===== config.mk =====
export PLATFORM = sky130hd
export DESIGN_NAME = button_gesture_and_tilt_qualifier
export DESIGN_NICKNAME = d
export VERILOG_FILES = /design/src/rtl/core/gtq_pkg.sv /design/src/rtl/core/button_gesture_and_tilt_qualifier.sv /design/src/rtl/core/gtq_cfg.sv /design/src/rtl/core/gtq_debounce.sv
export SDC_FILE = /design/constraint.sdc
export NUM_CORES = 1
export LEC_CHECK = 0
export BUFFER_PORTS_ARGS = -buffer_cell sky130_fd_sc_hd__buf_2
export CAP_MARGIN = 30
export CELL_PAD_IN_SITES_DETAIL_PLACEMENT = 1
export CELL_PAD_IN_SITES_GLOBAL_PLACEMENT = 1
export CORE_MARGIN = 8
export CORE_UTILIZATION = 47
export CTS_CLUSTER_DIAMETER = 80
export DETAILED_ROUTE_END_ITERATION = 10
export GPL_ROUTABILITY_DRIVEN = 0
export GPL_TIMING_DRIVEN = 0
export PLACE_DENSITY_LB_ADDON = 0.1
export SLEW_MARGIN = 20
export SYNTH_ARGS = -nofsm -noshare
export SYNTH_HDL_FRONTEND = slang
export SYNTH_SLANG_ARGS = --single-unit

===== constraint.sdc =====
create_clock -name aclk -period 5.94 [get_ports aclk]
set_input_delay 0.297 -clock aclk [delete_from_list [all_inputs] [get_ports aclk]]
set_output_delay 0.297 -clock aclk [all_outputs]
set_load 0.05 [all_outputs]

===== src/rtl/core/gtq_pkg.sv =====
// Shared types, codes and a helper function for the button gesture and tilt qualifier.
`timescale 1ns / 1ps

package gtq_pkg;

    localparam int CNT_W     = 16;
    localparam int CFG_IDX_W = 2;
    localparam logic [CNT_W-1:0] CNT_MAX = {CNT_W{1'b1}};

    typedef logic [CNT_W-1:0] cnt_t;

    typedef enum logic [CFG_IDX_W-1:0] {
        CFG_BUTTON_DEBOUNCE = 2'd0,
        CFG_TILT_DEBOUNCE   = 2'd1,
        CFG_LONG_PRESS      = 2'd2,
        CFG_DOUBLE_CLICK    = 2'd3
    } cfg_index_t;

    typedef enum logic [1:0] {
        BEV_NONE   = 2'd0,
        BEV_SHORT  = 2'd1,
        BEV_LONG   = 2'd2,
        BEV_DOUBLE = 2'd3
    } button_event_t;

    typedef enum logic [2:0] {
        LEV_NONE   = 3'd0,
        LEV_SHORT  = 3'd1,
        LEV_LONG   = 3'd2,
        LEV_DOUBLE = 3'd3,
        LEV_TILT   = 3'd4
    } last_event_t;

    // Settings shared with the datapath.
    typedef struct packed {
        cnt_t button_debounce_ticks;
        cnt_t tilt_debounce_ticks;
        cnt_t long_press_ticks;
        cnt_t double_click_ticks;
    } gtq_cfg_t;

    // Debouncer status for one tick.
    typedef struct packed {
        logic level;
        logic rise;
        logic fall;
    } deb_status_t;

    function automatic cnt_t sat_inc(input cnt_t v);
        return (v == CNT_MAX) ? v : cnt_t'(v + cnt_t'(1));
    endfunction

endpackage


===== src/rtl/core/button_gesture_and_tilt_qualifier.sv =====
// Top level: input register, gesture grading logic and result register.
// A single pass carries each word from the input register to the result register.
// Throughput: one word per cycle unless m_ready stalls, set by this single pass; while a
// result waits the input register can take one more word.
// Reset (aresetn low, synchronous) restores default settings, clears all counters,
// debounced levels, the pending click and the stored last event, and empties both stages.
`timescale 1ns / 1ps

module button_gesture_and_tilt_qualifier
    import gtq_pkg::*;
(
    input  logic                 aclk,
    input  logic                 aresetn,

    input  logic                 cfg_wr_en,
    input  logic [CFG_IDX_W-1:0] cfg_index,
    input  logic [CNT_W-1:0]     cfg_wdata,

    input  logic                 s_valid,
    output logic                 s_ready,
    input  logic                 s_button_raw,
    input  logic                 s_tilt_raw,
    input  logic                 s_clear_last,

    output logic                 m_valid,
    input  logic                 m_ready,
    output logic [1:0]           m_button_event,
    output logic                 m_tilt_event,
    output logic [2:0]           m_last_event,
    output logic                 m_button_debounced,
    output logic                 m_tilt_debounced
);

    gtq_cfg_t cfg;

    gtq_cfg u_cfg (
        .aclk      (aclk),
        .aresetn   (aresetn),
        .cfg_wr_en (cfg_wr_en),
        .cfg_index (cfg_index),
        .cfg_wdata (cfg_wdata),
        .cfg       (cfg)
    );

    // ------------------------------------------------------------------
    // Input register. It is free whenever its word moves on, so a new word
    // can come in every cycle; while the result register is stalled it
    // still holds one more word.
    // ------------------------------------------------------------------
    logic in_valid_reg;
    logic in_valid_next;
    logic button_raw_reg;
    logic tilt_raw_reg;
    logic clear_last_reg;
    logic advance;
    logic s_take;

    assign advance = in_valid_reg && (!m_valid || m_ready);
    assign s_ready = !in_valid_reg || advance;
    assign s_take  = s_valid && s_ready;

    always_comb begin
        if (s_take) begin
            in_valid_next = 1'b1;
        end else if (advance) begin
            in_valid_next = 1'b0;
        end else begin
            in_valid_next = in_valid_reg;
        end
    end

    always_ff @(posedge aclk) begin
        if (!aresetn) begin
            in_valid_reg <= 1'b0;
        end else begin
            in_valid_reg <= in_valid_next;
        end
    end

    always_ff @(posedge aclk) begin
        if (s_take) begin
            button_raw_reg <= s_button_raw;
            tilt_raw_reg   <= s_tilt_raw;
            clear_last_reg <= s_clear_last;
        end
    end

    // ------------------------------------------------------------------
    // Debouncers. Their state moves one tick each time a word advances.
    // ------------------------------------------------------------------
    deb_status_t button_st;
    deb_status_t tilt_st;

    gtq_debounce u_button_deb (
        .aclk    (aclk),
        .aresetn (aresetn),
        .tick_en (advance),
        .raw     (button_raw_reg),
        .limit   (cfg.button_debounce_ticks),
        .status  (button_st)
    );

    gtq_debounce u_tilt_deb (
        .aclk    (aclk),
        .aresetn (aresetn),
        .tick_en (advance),
        .raw     (tilt_raw_reg),
        .limit   (cfg.tilt_debounce_ticks),
        .status  (tilt_st)
    );

    // ------------------------------------------------------------------
    // Gesture grading. The press timer runs while the button was pressed at
    // the start of the tick, and the release timer always runs; both stop
    // at full scale. A debounced press restarts the press timer. A debounced
    // release is long when the press lasted at least the long threshold;
    // otherwise it is a double click if a click is pending, else a short
    // click that arms the pending flag. Short and double releases restart
    // the release timer. The pending flag lapses once the release timer
    // passes the double-click window. A tilt activation is graded last, so
    // it wins the stored last event when both happen in one tick.
    // ------------------------------------------------------------------
    logic          button_level_reg;
    cnt_t          press_length_reg;
    cnt_t          press_length_next;
    cnt_t          since_release_reg;
    cnt_t          since_release_next;
    logic          click_pending_reg;
    logic          click_pending_next;
    last_event_t   stored_event_reg;
    last_event_t   stored_event_next;
    button_event_t bev;
    logic          tev;

    always_comb begin
        press_length_next  = button_level_reg ? sat_inc(press_length_reg) : press_length_reg;
        since_release_next = sat_inc(since_release_reg);
        click_pending_next = click_pending_reg;
        stored_event_next  = clear_last_reg ? LEV_NONE : stored_event_reg;
        bev                = BEV_NONE;
        tev                = 1'b0;

        if (button_st.rise) begin
            press_length_next = '0;
        end else if (button_st.fall) begin
            if (press_length_next >= cfg.long_press_ticks) begin
                bev               = BEV_LONG;
                stored_event_next = LEV_LONG;
            end else begin
                if (click_pending_reg) begin
                    bev                = BEV_DOUBLE;
                    click_pending_next = 1'b0;
                    stored_event_next  = LEV_DOUBLE;
                end else begin
                    bev                = BEV_SHORT;
                    click_pending_next = 1'b1;
                    stored_event_next  = LEV_SHORT;
                end
                since_release_next = '0;
            end
        end

        if (click_pending_next && (since_release_next > cfg.double_click_ticks)) begin
            click_pending_next = 1'b0;
        end

        if (tilt_st.rise) begin
            tev               = 1'b1;
            stored_event_next = LEV_TILT;
        end
    end

    always_ff @(posedge aclk) begin
        if (!aresetn) begin
            button_level_reg  <= 1'b0;
            press_length_reg  <= '0;
            since_release_reg <= '0;
            click_pending_reg <= 1'b0;
            stored_event_reg  <= LEV_NONE;
        end else if (advance) begin
            button_level_reg  <= button_st.level;
            press_length_reg  <= press_length_next;
            since_release_reg <= since_release_next;
            click_pending_reg <= click_pending_next;
            stored_event_reg  <= stored_event_next;
        end
    end

    // ------------------------------------------------------------------
    // Result register.
    // ------------------------------------------------------------------
    logic          m_valid_reg;
    logic          m_valid_next;
    button_event_t m_button_event_reg;
    logic          m_tilt_event_reg;
    last_event_t   m_last_event_reg;
    logic          m_button_debounced_reg;
    logic          m_tilt_debounced_reg;

    always_comb begin
        if (advance) begin
            m_valid_next = 1'b1;
        end else if (m_ready) begin
            m_valid_next = 1'b0;
        end else begin
            m_valid_next = m_valid_reg;
        end
    end

    always_ff @(posedge aclk) begin
        if (!aresetn) begin
            m_valid_reg <= 1'b0;
        end else begin
            m_valid_reg <= m_valid_next;
        end
    end

    always_ff @(posedge aclk) begin
        if (advance) begin
            m_button_event_reg     <= bev;
            m_tilt_event_reg       <= tev;
            m_last_event_reg       <= stored_event_next;
            m_button_debounced_reg <= button_st.level;
            m_tilt_debounced_reg   <= tilt_st.level;
        end
    end

    assign m_valid            = m_valid_reg;
    assign m_button_event     = m_button_event_reg;
    assign m_tilt_event       = m_tilt_event_reg;
    assign m_last_event       = m_last_event_reg;
    assign m_button_debounced = m_button_debounced_reg;
    assign m_tilt_debounced   = m_tilt_debounced_reg;

endmodule


===== src/rtl/core/gtq_cfg.sv =====
// Configuration register bank for the button gesture and tilt qualifier.
`timescale 1ns / 1ps

module gtq_cfg
    import gtq_pkg::*;
(
    input  logic                 aclk,
    input  logic                 aresetn,
    input  logic                 cfg_wr_en,
    input  logic [CFG_IDX_W-1:0] cfg_index,
    input  logic [CNT_W-1:0]     cfg_wdata,
    output gtq_cfg_t             cfg
);

    gtq_cfg_t cfg_reg;

    always_ff @(posedge aclk) begin
        if (!aresetn) begin
            cfg_reg.button_debounce_ticks <= cnt_t'(50);
            cfg_reg.tilt_debounce_ticks   <= cnt_t'(100);
            cfg_reg.long_press_ticks      <= cnt_t'(1000);
            cfg_reg.double_click_ticks    <= cnt_t'(400);
        end else if (cfg_wr_en) begin
            case (cfg_index_t'(cfg_index))
                CFG_BUTTON_DEBOUNCE: cfg_reg.button_debounce_ticks <= cfg_wdata;
                CFG_TILT_DEBOUNCE:   cfg_reg.tilt_debounce_ticks   <= cfg_wdata;
                CFG_LONG_PRESS:      cfg_reg.long_press_ticks      <= cfg_wdata;
                CFG_DOUBLE_CLICK:    cfg_reg.double_click_ticks    <= cfg_wdata;
                default: ;
            endcase
        end
    end

    assign cfg = cfg_reg;

endmodule


===== src/rtl/core/gtq_debounce.sv =====
// Hold-count debouncer for one raw level, advanced once per accepted tick.
`timescale 1ns / 1ps

module gtq_debounce
    import gtq_pkg::*;
(
    input  logic        aclk,
    input  logic        aresetn,
    input  logic        tick_en,
    input  logic        raw,
    input  cnt_t        limit,
    output deb_status_t status
);

    logic prev_raw_reg;
    logic stable_reg;
    cnt_t hold_count_reg;
    cnt_t hold_count_next;
    logic change;

    // The counter restarts on any raw edge; the level follows once the
    // raw value has held for more than the limit.
    always_comb begin
        hold_count_next = (raw != prev_raw_reg) ? '0 : sat_inc(hold_count_reg);
        change          = (hold_count_next > limit) && (raw != stable_reg);
        status.level    = change ? raw : stable_reg;
        status.rise     = change && raw;
        status.fall     = change && !raw;
    end

    always_ff @(posedge aclk) begin
        if (!aresetn) begin
            prev_raw_reg   <= 1'b0;
            stable_reg     <= 1'b0;
            hold_count_reg <= '0;
        end else if (tick_en) begin
            prev_raw_reg   <= raw;
            stable_reg     <= status.level;
            hold_count_reg <= hold_count_next;
        end
    end

endmodule

## Word-level counts from Yosys, hierarchy flattened

Index checks and enable logic that the tools add are counted.

- $add $sub $neg: 4
- Magnitude comparators: 4
- Equal/unequal tests: 11
- Multiplexer cells: 31
- Bitwise logic cells: 1
- Reduce and logical (&&, ||, !) cells: 22

Operators by type and width:

| kind | number |
|---|---|
| $mux W16 | 11 |
| $add A16 B1 Y16 const B | 4 |
| $eq A16 B16 Y1 const B | 4 |
| $gt A16 B16 Y1 | 3 |
| $ge A16 B16 Y1 | 1 |
| $mux W1 | 12 |
| $mux W3 | 4 |
| $logic_and A1 B1 Y1 | 8 |
| $mux W2 | 4 |
| $reduce_and A2 Y1 | 4 |
| $eq A2 B2 Y1 const B | 2 |
| $ne A1 B1 Y1 | 4 |
| $reduce_bool A2 Y1 | 2 |
| $logic_not A1 Y1 | 3 |
| $reduce_or A3 Y1 | 1 |
| $eq A2 B1 Y1 const B | 1 |
| $logic_not A2 Y1 | 1 |
| $logic_or A1 B1 Y1 | 2 |
| $reduce_or A2 Y1 | 1 |
| $not A1 Y1 | 1 |

- Bits in registers: 149
- Bits of input ports: 26
- Output and inout port bits: 10
- Word-level logic and storage cells: 98

## Depth between registers and ports, before layout

Gate-level depths: netlist of run 1.

- Depth after elaboration: 11
- Mapped depth: 28

## By module

Synthesis of run 1 repeated with hierarchy kept, for this count alone.

- Cell total of the unflattened synthesis: 1159
- Area, all modules: 9784.4 um2

By module, submodules not included:

| module | times used | cells an instance | area each (um2) | sequential area each (um2) |
|---|---|---|---|---|
| button_gesture_and_tilt_qualifier | 1 | 480 | 3786.1 | 1111.1 |
| gtq_debounce | 2 | 219 | 1736.7 | 360.3 |
| gtq_cfg | 1 | 241 | 2524.9 | 1281.2 |

## Worst setup path after synthesis of run 1

OpenSTA, ideal clock, no wires.

- Kind: register to register
- Start point: register u_button_deb.hold_count_reg[4]
- End point: register click_pending_reg
- Library setup time: 60 ps
- Data arrival time: 5037 ps
- Required time: 5880 ps
- Setup slack: 843 ps
- Cell stages (with the launch flop): 28
- Clock period less this slack: 5097 ps
- Cells stage by stage: dfxtp_1 -> buf_2 -> and4_1 -> nand4_1 -> or3_1 -> clkbuf_1 -> clkbuf_1 -> a31oi_1 -> o21a_1 -> ha_1 -> nand4_2 -> nor4_4 -> o21ai_2 -> nand3_4 -> or4b_1 -> buf_4 -> inv_4 -> buf_6 -> buf_2 -> nor2_1 -> ha_1 -> a21o_1 -> a21oi_1 -> nor2_1 -> a2111oi_0 -> o22ai_1 -> o211ai_1 -> and3_1

- Longest elaborated chain between the ends: 11

RTL lines:

| element | RTL line | RTL |
|---|---|---|
| start: declaration | gtq_debounce.sv:17 | `cnt_t hold_count_reg;` |
| start signal: assignment | gtq_debounce.sv:39 | `hold_count_reg <= hold_count_next;` |
| $add A16 B1 Y16 / $eq A16 B16 Y1 (equally long branches) | gtq_pkg.sv:50 | `return (v == CNT_MAX) ? v : cnt_t'(v + cnt_t'(1));` |
| $mux W16 (*) | gtq_pkg.sv:50 |  |
| $mux W16 (*) | gtq_debounce.sv:24 | `hold_count_next = (raw != prev_raw_reg) ? '0 : sat_inc(hold_count_reg);` |
| net u_button_deb.hold_count_next[15] | gtq_debounce.sv:18 | `cnt_t hold_count_next;` |
| $gt A16 B16 Y1 (*) | gtq_debounce.sv:25 | `change = (hold_count_next > limit) && (raw != stable_reg);` |
| $logic_and A1 B1 Y1 (*) | gtq_debounce.sv:25 |  |
| $logic_and A1 B1 Y1 | gtq_debounce.sv:28 | `status.fall = change && !raw;` |
| $mux W16 | button_gesture_and_tilt_qualifier.sv:145 | `end else if (button_st.fall) begin` |
| $mux W16 (*) | button_gesture_and_tilt_qualifier.sv:143 | `if (button_st.rise) begin` |
| net since_release_next[9] | button_gesture_and_tilt_qualifier.sv:127 | `cnt_t since_release_next;` |
| $gt A16 B16 Y1 (*) | button_gesture_and_tilt_qualifier.sv:163 | `if (click_pending_next && (since_release_next > cfg.double_click_ticks)) begin` |
| $logic_and A1 B1 Y1 (*) | button_gesture_and_tilt_qualifier.sv:163 |  |
| $mux W1 (*) | button_gesture_and_tilt_qualifier.sv:163 |  |
| end signal: assignment | button_gesture_and_tilt_qualifier.sv:184 | `click_pending_reg <= click_pending_next;` |
| end: declaration | button_gesture_and_tilt_qualifier.sv:128 | `logic click_pending_reg;` |

The timed path passes the listed nets; every way through them passes the cells marked *.
A chain may end at the register's enable or synchronous reset.

## Final worst setup path of run 1

Same ends and word-level chain as after synthesis.

==> results of run 1 <==
cells by family (layout without fill, tap and decap cells):
family                   Yosys count  count (layout)
AND/OR/NAND/NOR                  475             475
AO/OA/AOI/OAI                    274             274
flip-flops                       149             149
buffers and inverters            143             213
adder cells (fa/ha/maj)           69              69
XOR/XNOR                          45              45
multiplexers                      10              10
repair_timing:
action                                 CTS  global route
resized for setup                        8            34
endpoints found under the hold margin    0             0
buffers inserted                         0             6
hold buffers                             0             0
pin swaps                                2            11
setup endpoints to repair                1             1
routing by layer:
layer,up-vias,share of wire
li1,4194,-
met1,4291,0.44
met2,181,0.48
met3,73,0.039
met4,2,0.037
met5,-,0.00058
power groups by stage:
stage	Sequential, mW	Clock [mW]	Combinational, mW
after floorplan	1.07	0	0.118
after global placement	1.07	0	0.204
after detailed placement	1.07	0	0.209
after CTS	1.05	1.13	0.212
after global routing	1.05	1.17	0.236
final	1.05	1.13	0.217
cell type report:
type                            count  area [µm²]  area share
Multi-Input combinational cell    873        5378      0.5296
Sequential cell                   149        3103      0.3056
Clock buffer                       18       429.2     0.04226
Inverter                           79       299.0     0.02945
Tap cell                          234       292.8     0.02883
Buffer                             61       271.5     0.02674
Timing Repair Buffer               41       220.2     0.02169
Clock inverter                     14       161.4     0.01589
Yosys cell counts, types with 16 or more instances:
cell,n,share of area
nand3_1,47,0.026
dfxtp_1,138,0.31
nor3_1,20,0.011
a21oi_1,132,0.074
and3_1,16,0.011
nand4_1,28,0.020
o21ai_0,36,0.020
ha_1,69,0.097
xor2_1,26,0.025
or3_1,16,0.011
a31oi_1,28,0.020
o211ai_1,19,0.016
nand2_1,193,0.081
inv_1,78,0.033
clkbuf_1,51,0.021
nor2_1,94,0.040
xnor2_1,19,0.019
through the flow:
step	util	hold slack (ns)	TNS, ns	setup WS [ns]
2_1_floorplan	-	0.3959	0	0.8432
3_3_place_gp	0.5023	0.4430	-0.1987	-0.1987
3_5_place_dp	0.5026	0.4493	-0.2391	-0.2391
4_1_cts	0.5357	0.03193	0	0.009487
5_1_grt	0.5429	0.02665	-0.002132	-0.002132
6_report	0.5429	0.04016	0	0.2921
worst max path at each step:
stage / from / end / slack, ns
after CTS: u_button_deb.hold_count_reg[4] / click_pending_reg / 0.009
after floorplan: u_button_deb.hold_count_reg[4] / click_pending_reg / 0.84
final: u_button_deb.hold_count_reg[4] / click_pending_reg / 0.29
after detailed placement: u_button_deb.hold_count_reg[4] / click_pending_reg / -0.24
after global placement: u_button_deb.hold_count_reg[4] / click_pending_reg / -0.20
after global routing: press_length_reg[7] / click_pending_reg / -0.002
==> results_tabular.tex, run 1 <==
\begin{tabular}{lr}
\hline
Metric & Value \\
\hline
\multicolumn{2}{l}{\textbf{Synthesis}} \\
Nets in the synthesized netlist & 1,260 \\
Dominant combinational cell family by area after synthesis & simple AND/OR/NAND/NOR gates \\
Post-synthesis simple-gate area fraction & 0.2538 \\
Async set-or-reset flop fraction in the synthesized netlist & 0 \\
Warning count from the yosys run & 0 \\
Post-synth design cell area & 0.008932 mm² \\
Adder-Cell Fraction of Synth Area & 0.09665 \\
Number of synthesized flops with an enable pin & 11 \\
Mux share of post-synthesis cell area & 0.01163 \\
Compound-Gate Fraction of Synth Area & 0.1843 \\
Total of flip-flops plus latches after synthesis & 149 \\
Netlist cell types & 65 \\
Flip-flop cell with the highest count after synthesis & dfxtp\_1 \\
Mean instance size in the synthesized netlist & 7.667 µm² \\
Sequential share of the synthesized area & 0.3463 \\
Xor and xnor area share after synthesis & 0.04412 \\
Number of instances in the synthesized netlist & 1,165 \\
\multicolumn{2}{l}{\textbf{Final layout}} \\
Area growth syn-to-layout & 13.68\% \\
Fraction of layout instances using a drive strength above 1 & 0.1077 \\
Flip-flop count of the largest register, all copies and words added & 64 \\
Most frequent cells in the layout & nand2\_1 (192), dfxtp\_1 (134), a21oi\_1 (131) \\
Leading cell type in the layout, fill and taps excluded & nand2\_1 \\
Number of standard cells in the final layout excluding fillers & 1,469 \\
Antenna cell count & 0 \\
Non-Filler Cell Area, Final & 0.01015 mm² \\
Final nets & 1,317 \\
Total of fill cells in the finished design & 2,352 \\
\multicolumn{2}{l}{\textbf{Worst setup path}} \\
Reg-to-reg critical path endpoint & click\_pending\_reg \\
Req. time, crit path & 6.31 ns \\
Cell family contributing the most delay on the critical path & simple AND/OR/NAND/NOR gates \\
Arrival time worst endpoint & 6.02 ns \\
Library cell contributing the largest single delay on the critical path & or4b\_1 \\
Class of the most critical setup path & flop to flop \\
Number of cells on the critical path & 26 \\
Launch point of the worst reg-to-reg path & u\_button\_deb.hold\_count\_reg[4] \\
Max FO, Critical Path & 10 \\
CP Buf/Inv Count & 7 \\
Slack of the worst reg-to-reg path & 0.29 ns \\
Element type at the critical path end & flop \\
Most prevalent standard cell on the critical path & buf\_4 \\
Largest incremental delay on the critical path & 0.51 ns \\
CP Launch Type & flop \\
Number of cells traversed by the worst register-to-register path & 26 \\
\multicolumn{2}{l}{\textbf{Floorplan}} \\
Core Box Area & 0.01871 mm² \\
DIE AREA & 0.02367 mm² \\
Starting utilization of the core area & 0.4775 \\
Height of the die & 153.9 µm \\
Std cell rows & 50 \\
Top-level I/O count & 36 \\
Die outline width & 153.9 µm \\
\multicolumn{2}{l}{\textbf{Clock tree}} \\
Skew-Pair Late Insertion Delay & 0.43 ns \\
CTS tree & built \\
Maximum level of the CTS H-tree & 4 \\
Clk sinks & 149 \\
Number of clock buffers inserted by TritonCTS & 17 \\
Clock edge transition at the registers on the reported setup and hold paths & 0.06 ns \\
Root buf cell & clkbuf\_16 \\
Number of buffers between clock root and the deepest sink & 2 \\
\multicolumn{2}{l}{\textbf{Pwr}} \\
Comb pwr share & 0.091 \\
Highest ir drop seen on vdd & 0.1758 mV \\
Internal & 1.748 mW \\
Leakage & 3.885 nW \\
Sw frac & 0.2679 \\
Sequential share of power & 0.438 \\
Total power of the final layout & 2.388 mW \\
Total power density per cell area & 235.2 mW/mm² \\
Power dissipated by switching net loads & 0.6399 mW \\
Part of the total power dissipated in the clock network & 0.471 \\
\multicolumn{2}{l}{\textbf{Detailed routing}} \\
Violation count after the first detailed-route iteration & 393 \\
Post-route antenna net violation count & 0 \\
DRC errors left & 0 \\
Drt pass-1 iters & 5 \\
Wire length reported by the detailed router & 30,970 µm \\
Mean number of vias per cell & 5.950 \\
Routed wire length per instance & 21.08 µm \\
Detailed-route via count & 8,741 \\
\multicolumn{2}{l}{\textbf{Timing}} \\
Slew @ Worst Pin & 0.9887 ns \\
Max\_slew headroom & 0.3409 \\
Max Slew Vio Count & 0 \\
Fmax & 177.1 MHz \\
Tcrit/Tclk final & 0.9508 \\
Final count of hold timing violations & 0 \\
Setup-failing EPs final & 0 \\
Maximum clock skew at final layout & 0.01105 ns \\
Fin crit period & 5.648 ns \\
\multicolumn{2}{l}{\textbf{Global route}} \\
Met3 track demand over resource & 0.04176 \\
Maximum number of pins on one net before global-route repair & 18 \\
Grt ovf & 0 \\
Global-route met2 utilization & 0.4428 \\
Number of global-route vias before repair & 9,012 \\
Peak-usage layer in the global routing report & met2 \\
GRT Overall Usage & 0.2617 \\
Number of antenna violations at the first check in global routing & 1 \\
Met1 Usage GRT & 0.3231 \\
Wire length of the first global-routing pass & 48,800 µm \\
\multicolumn{2}{l}{\textbf{Job}} \\
Number of max-capacitance violations reported & 0 \\
\multicolumn{2}{l}{\textbf{Placement}} \\
Quantity of I/O buffers inserted on ports & 34 \\
Area of placed instances & 0.009402 mm² \\
Number of cells after detailed placement & 1,434 \\
HPWL after detailed placement & 21,970 µm \\
\multicolumn{2}{l}{\textbf{Run status}} \\
Result of the run & finished clean \\
\multicolumn{2}{l}{\textbf{Min path}} \\
Launch instance of the worst min-delay path & s\_tilt\_raw \\
Number of stages on the worst hold path & 1 \\
Worst min path class & input pin to flop \\
Worst min-delay path endpoint & tilt\_raw\_reg \\
\hline
\end{tabular}
Power figures use the tool's default switching activity.
==> run 2: changes to the inputs <==
- CORE_UTILIZATION: 47 -> 48
- SYNTH_HIERARCHICAL: unset -> 1
==> run 2 against run 1 <==
  * Total power is 3.1% lower
  * Sequential power hardly changed
  * Utilization increased by 0.42 points
  * Die area up 6.4%
  * Hold slack improved by 0.0086 ns
==> results_tabular.tex, run 2 <==
\begin{tabular}{lr}
\hline
Metric & Value \\
\hline
\multicolumn{2}{l}{\textbf{Placement}} \\
Area of placed instances & 0.01029 mm² \\
HPWL after detailed placement & 21,160 µm \\
Worst slack at placement & -0.4679 ns \\
Number of cells after detailed placement & 1,461 \\
Quantity of I/O buffers inserted on ports & 32 \\
\multicolumn{2}{l}{\textbf{Final layout}} \\
Most frequent cells in the layout & nand2\_1 (147), dfxtp\_1 (136), nor2\_1 (82) \\
Final nets & 1,313 \\
Number of standard cells in the final layout excluding fillers & 1,497 \\
Non-Filler Cell Area, Final & 0.01100 mm² \\
Antenna cell count & 0 \\
Fraction of layout instances using a drive strength above 1 & 0.1410 \\
Post-layout util & 0.5471 \\
Leading cell type in the layout, fill and taps excluded & nand2\_1 \\
Area growth syn-to-layout & 12.50\% \\
Flip-flop count of the largest register, all copies and words added & 64 \\
\multicolumn{2}{l}{\textbf{Synthesis}} \\
Post-synth design cell area & 0.009776 mm² \\
Mean instance size in the synthesized netlist & 8.442 µm² \\
Warning count from the yosys run & 6 \\
Number of instances in the synthesized netlist & 1,158 \\
Nets in the synthesized netlist & 1,253 \\
\multicolumn{2}{l}{\textbf{Timing}} \\
Maximum clock skew at final layout & 0.01176 ns \\
Fin crit period & 5.751 ns \\
Tcrit/Tclk final & 0.9682 \\
Max\_slew headroom & 0.5069 \\
Setup-failing EPs final & 0 \\
Fmax & 173.9 MHz \\
Slew @ Worst Pin & 0.7329 ns \\
Final count of hold timing violations & 0 \\
Hold Slack & 0.04875 ns \\
Max Slew Vio Count & 0 \\
Crit path setup slack, layout & 0.1891 ns \\
Setup TNS & 0 ns \\
\multicolumn{2}{l}{\textbf{Worst setup path}} \\
Slack of the worst reg-to-reg path & 0.19 ns \\
Reg-to-reg critical path endpoint & click\_pending\_reg \\
Launch point of the worst reg-to-reg path & u\_button\_deb/hold\_count\_reg[0] \\
CP Launch Type & flop \\
Req. time, crit path & 6.23 ns \\
Arrival time worst endpoint & 6.05 ns \\
Element type at the critical path end & flop \\
Max FO, Critical Path & 10 \\
Class of the most critical setup path & flop to flop \\
Number of cells traversed by the worst register-to-register path & 26 \\
\multicolumn{2}{l}{\textbf{Clock tree}} \\
Root buf cell & clkbuf\_16 \\
Number of clock buffers inserted by TritonCTS & 17 \\
Clk sinks & 150 \\
Maximum level of the CTS H-tree & 4 \\
Clock edge transition at the registers on the reported setup and hold paths & 0.06 ns \\
CTS tree & built \\
Hold-fix buffer count after cts & 0 \\
Number of buffers between clock root and the deepest sink & 2 \\
Skew-Pair Late Insertion Delay & 0.42 ns \\
\multicolumn{2}{l}{\textbf{Pwr}} \\
Total power density per cell area & 210.5 mW/mm² \\
Leakage & 4.597 nW \\
Total power of the final layout & 2.315 mW \\
Highest ir drop seen on vdd & 0.1963 mV \\
\multicolumn{2}{l}{\textbf{Min path}} \\
Worst min-delay path endpoint & button\_raw\_reg \\
Number of stages on the worst hold path & 1 \\
Worst min path class & input pin to flop \\
Launch instance of the worst min-delay path & s\_button\_raw \\
\multicolumn{2}{l}{\textbf{Global route}} \\
Number of global-route vias before repair & 8,915 \\
Maximum number of pins on one net before global-route repair & 25 \\
Wire length of the first global-routing pass & 46,990 µm \\
Grt ovf & 0 \\
GRT Overall Usage & 0.2263 \\
Number of antenna violations at the first check in global routing & 0 \\
\multicolumn{2}{l}{\textbf{Detailed routing}} \\
Violation count after the first detailed-route iteration & 254 \\
Drt pass-1 iters & 4 \\
Detailed-route via count & 8,703 \\
Wire length reported by the detailed router & 28,910 µm \\
Routed wire length per instance & 19.31 µm \\
DRC errors left & 0 \\
Mean number of vias per cell & 5.814 \\
Post-route antenna net violation count & 0 \\
\multicolumn{2}{l}{\textbf{Floorplan}} \\
Std cell rows & 52 \\
Height of the die & 158.7 µm \\
Top-level I/O count & 36 \\
Starting utilization of the core area & 0.4862 \\
Die outline width & 158.7 µm \\
DIE AREA & 0.02519 mm² \\
Core Box Area & 0.02010 mm² \\
\multicolumn{2}{l}{\textbf{Job}} \\
Number of max-capacitance violations reported & 0 \\
\multicolumn{2}{l}{\textbf{Run status}} \\
Result of the run & finished clean \\
\hline
\end{tabular}
==> run 2: layout make-up <==
cell class	count	area [µm²]
repair buffers	41	240.2
multi-input cells	870	6076
clock buffers	24	501.7
inverters	74	280.3
well taps	270	337.8
fillers	2451	9106
clock inverters	4	47.55
flip-flops and latches	150	3117
plain buffers	64	397.9
==> run 2: power by group <==
part | total [mW] | internal, mW | leakage [nW] | switching, mW
sequential | 1.06 | 1.04 | 1.23 | 0.0155
clock | 1.05 | 0.622 | 0.270 | 0.423
combinational | 0.214 | 0.0705 | 3.09 | 0.144
==> run 2: worst max path at each step <==
| stage | from | end | cells after the start |
|---|---|---|---|
| after detailed placement | button_raw_reg | click_pending_reg | 23 |
| after global placement | button_raw_reg | click_pending_reg | 23 |
| after floorplan | u_button_deb/hold_count_reg[0] | click_pending_reg | 25 |
| final | u_button_deb/hold_count_reg[0] | click_pending_reg | 26 |
| after CTS | button_raw_reg | click_pending_reg | 22 |
| after global routing | u_button_deb/hold_count_reg[0] | click_pending_reg | 25 |
==> run 2: routing by layer <==
layer  routed length [µm]  share of wire  track usage
met5                    0              0            0
met4                  459          0.016      0.06580
met3                  653          0.023      0.03154
met2                14660           0.51       0.4031
met1                13130           0.45       0.2778
==> run 2: what timing repair did <==
item                                    CTS  global route
setup buffers                             5             3
endpoints found under the setup margin    1             1
pin swaps                                 4             3
gates resized for setup                  12            14
==> run 2: worst max-delay path, stage by stage (launching register included) <==
cell	delay, ns
dfxtp_2	0.40
ha_4	0.19
nand4_1	0.08
buf_4	0.18
nor3_4	0.28
a31o_2	0.18
and3_1	0.20
ha_1	0.27
nand4_1	0.20
nor2_1	0.09
a221oi_2	0.37
a31oi_4	0.15
and3b_2	0.25
nand2b_1	0.19
a211oi_1	0.23
a21bo_1	0.25
buf_2	0.20
clkbuf_4	0.22
o31ai_1	0.11
a21oi_1	0.11
ha_1	0.31
nand4_1	0.09
or2_2	0.33
nor2_1	0.20
a21oi_1	0.09
a31oi_1	0.28
o32ai_1	0.13
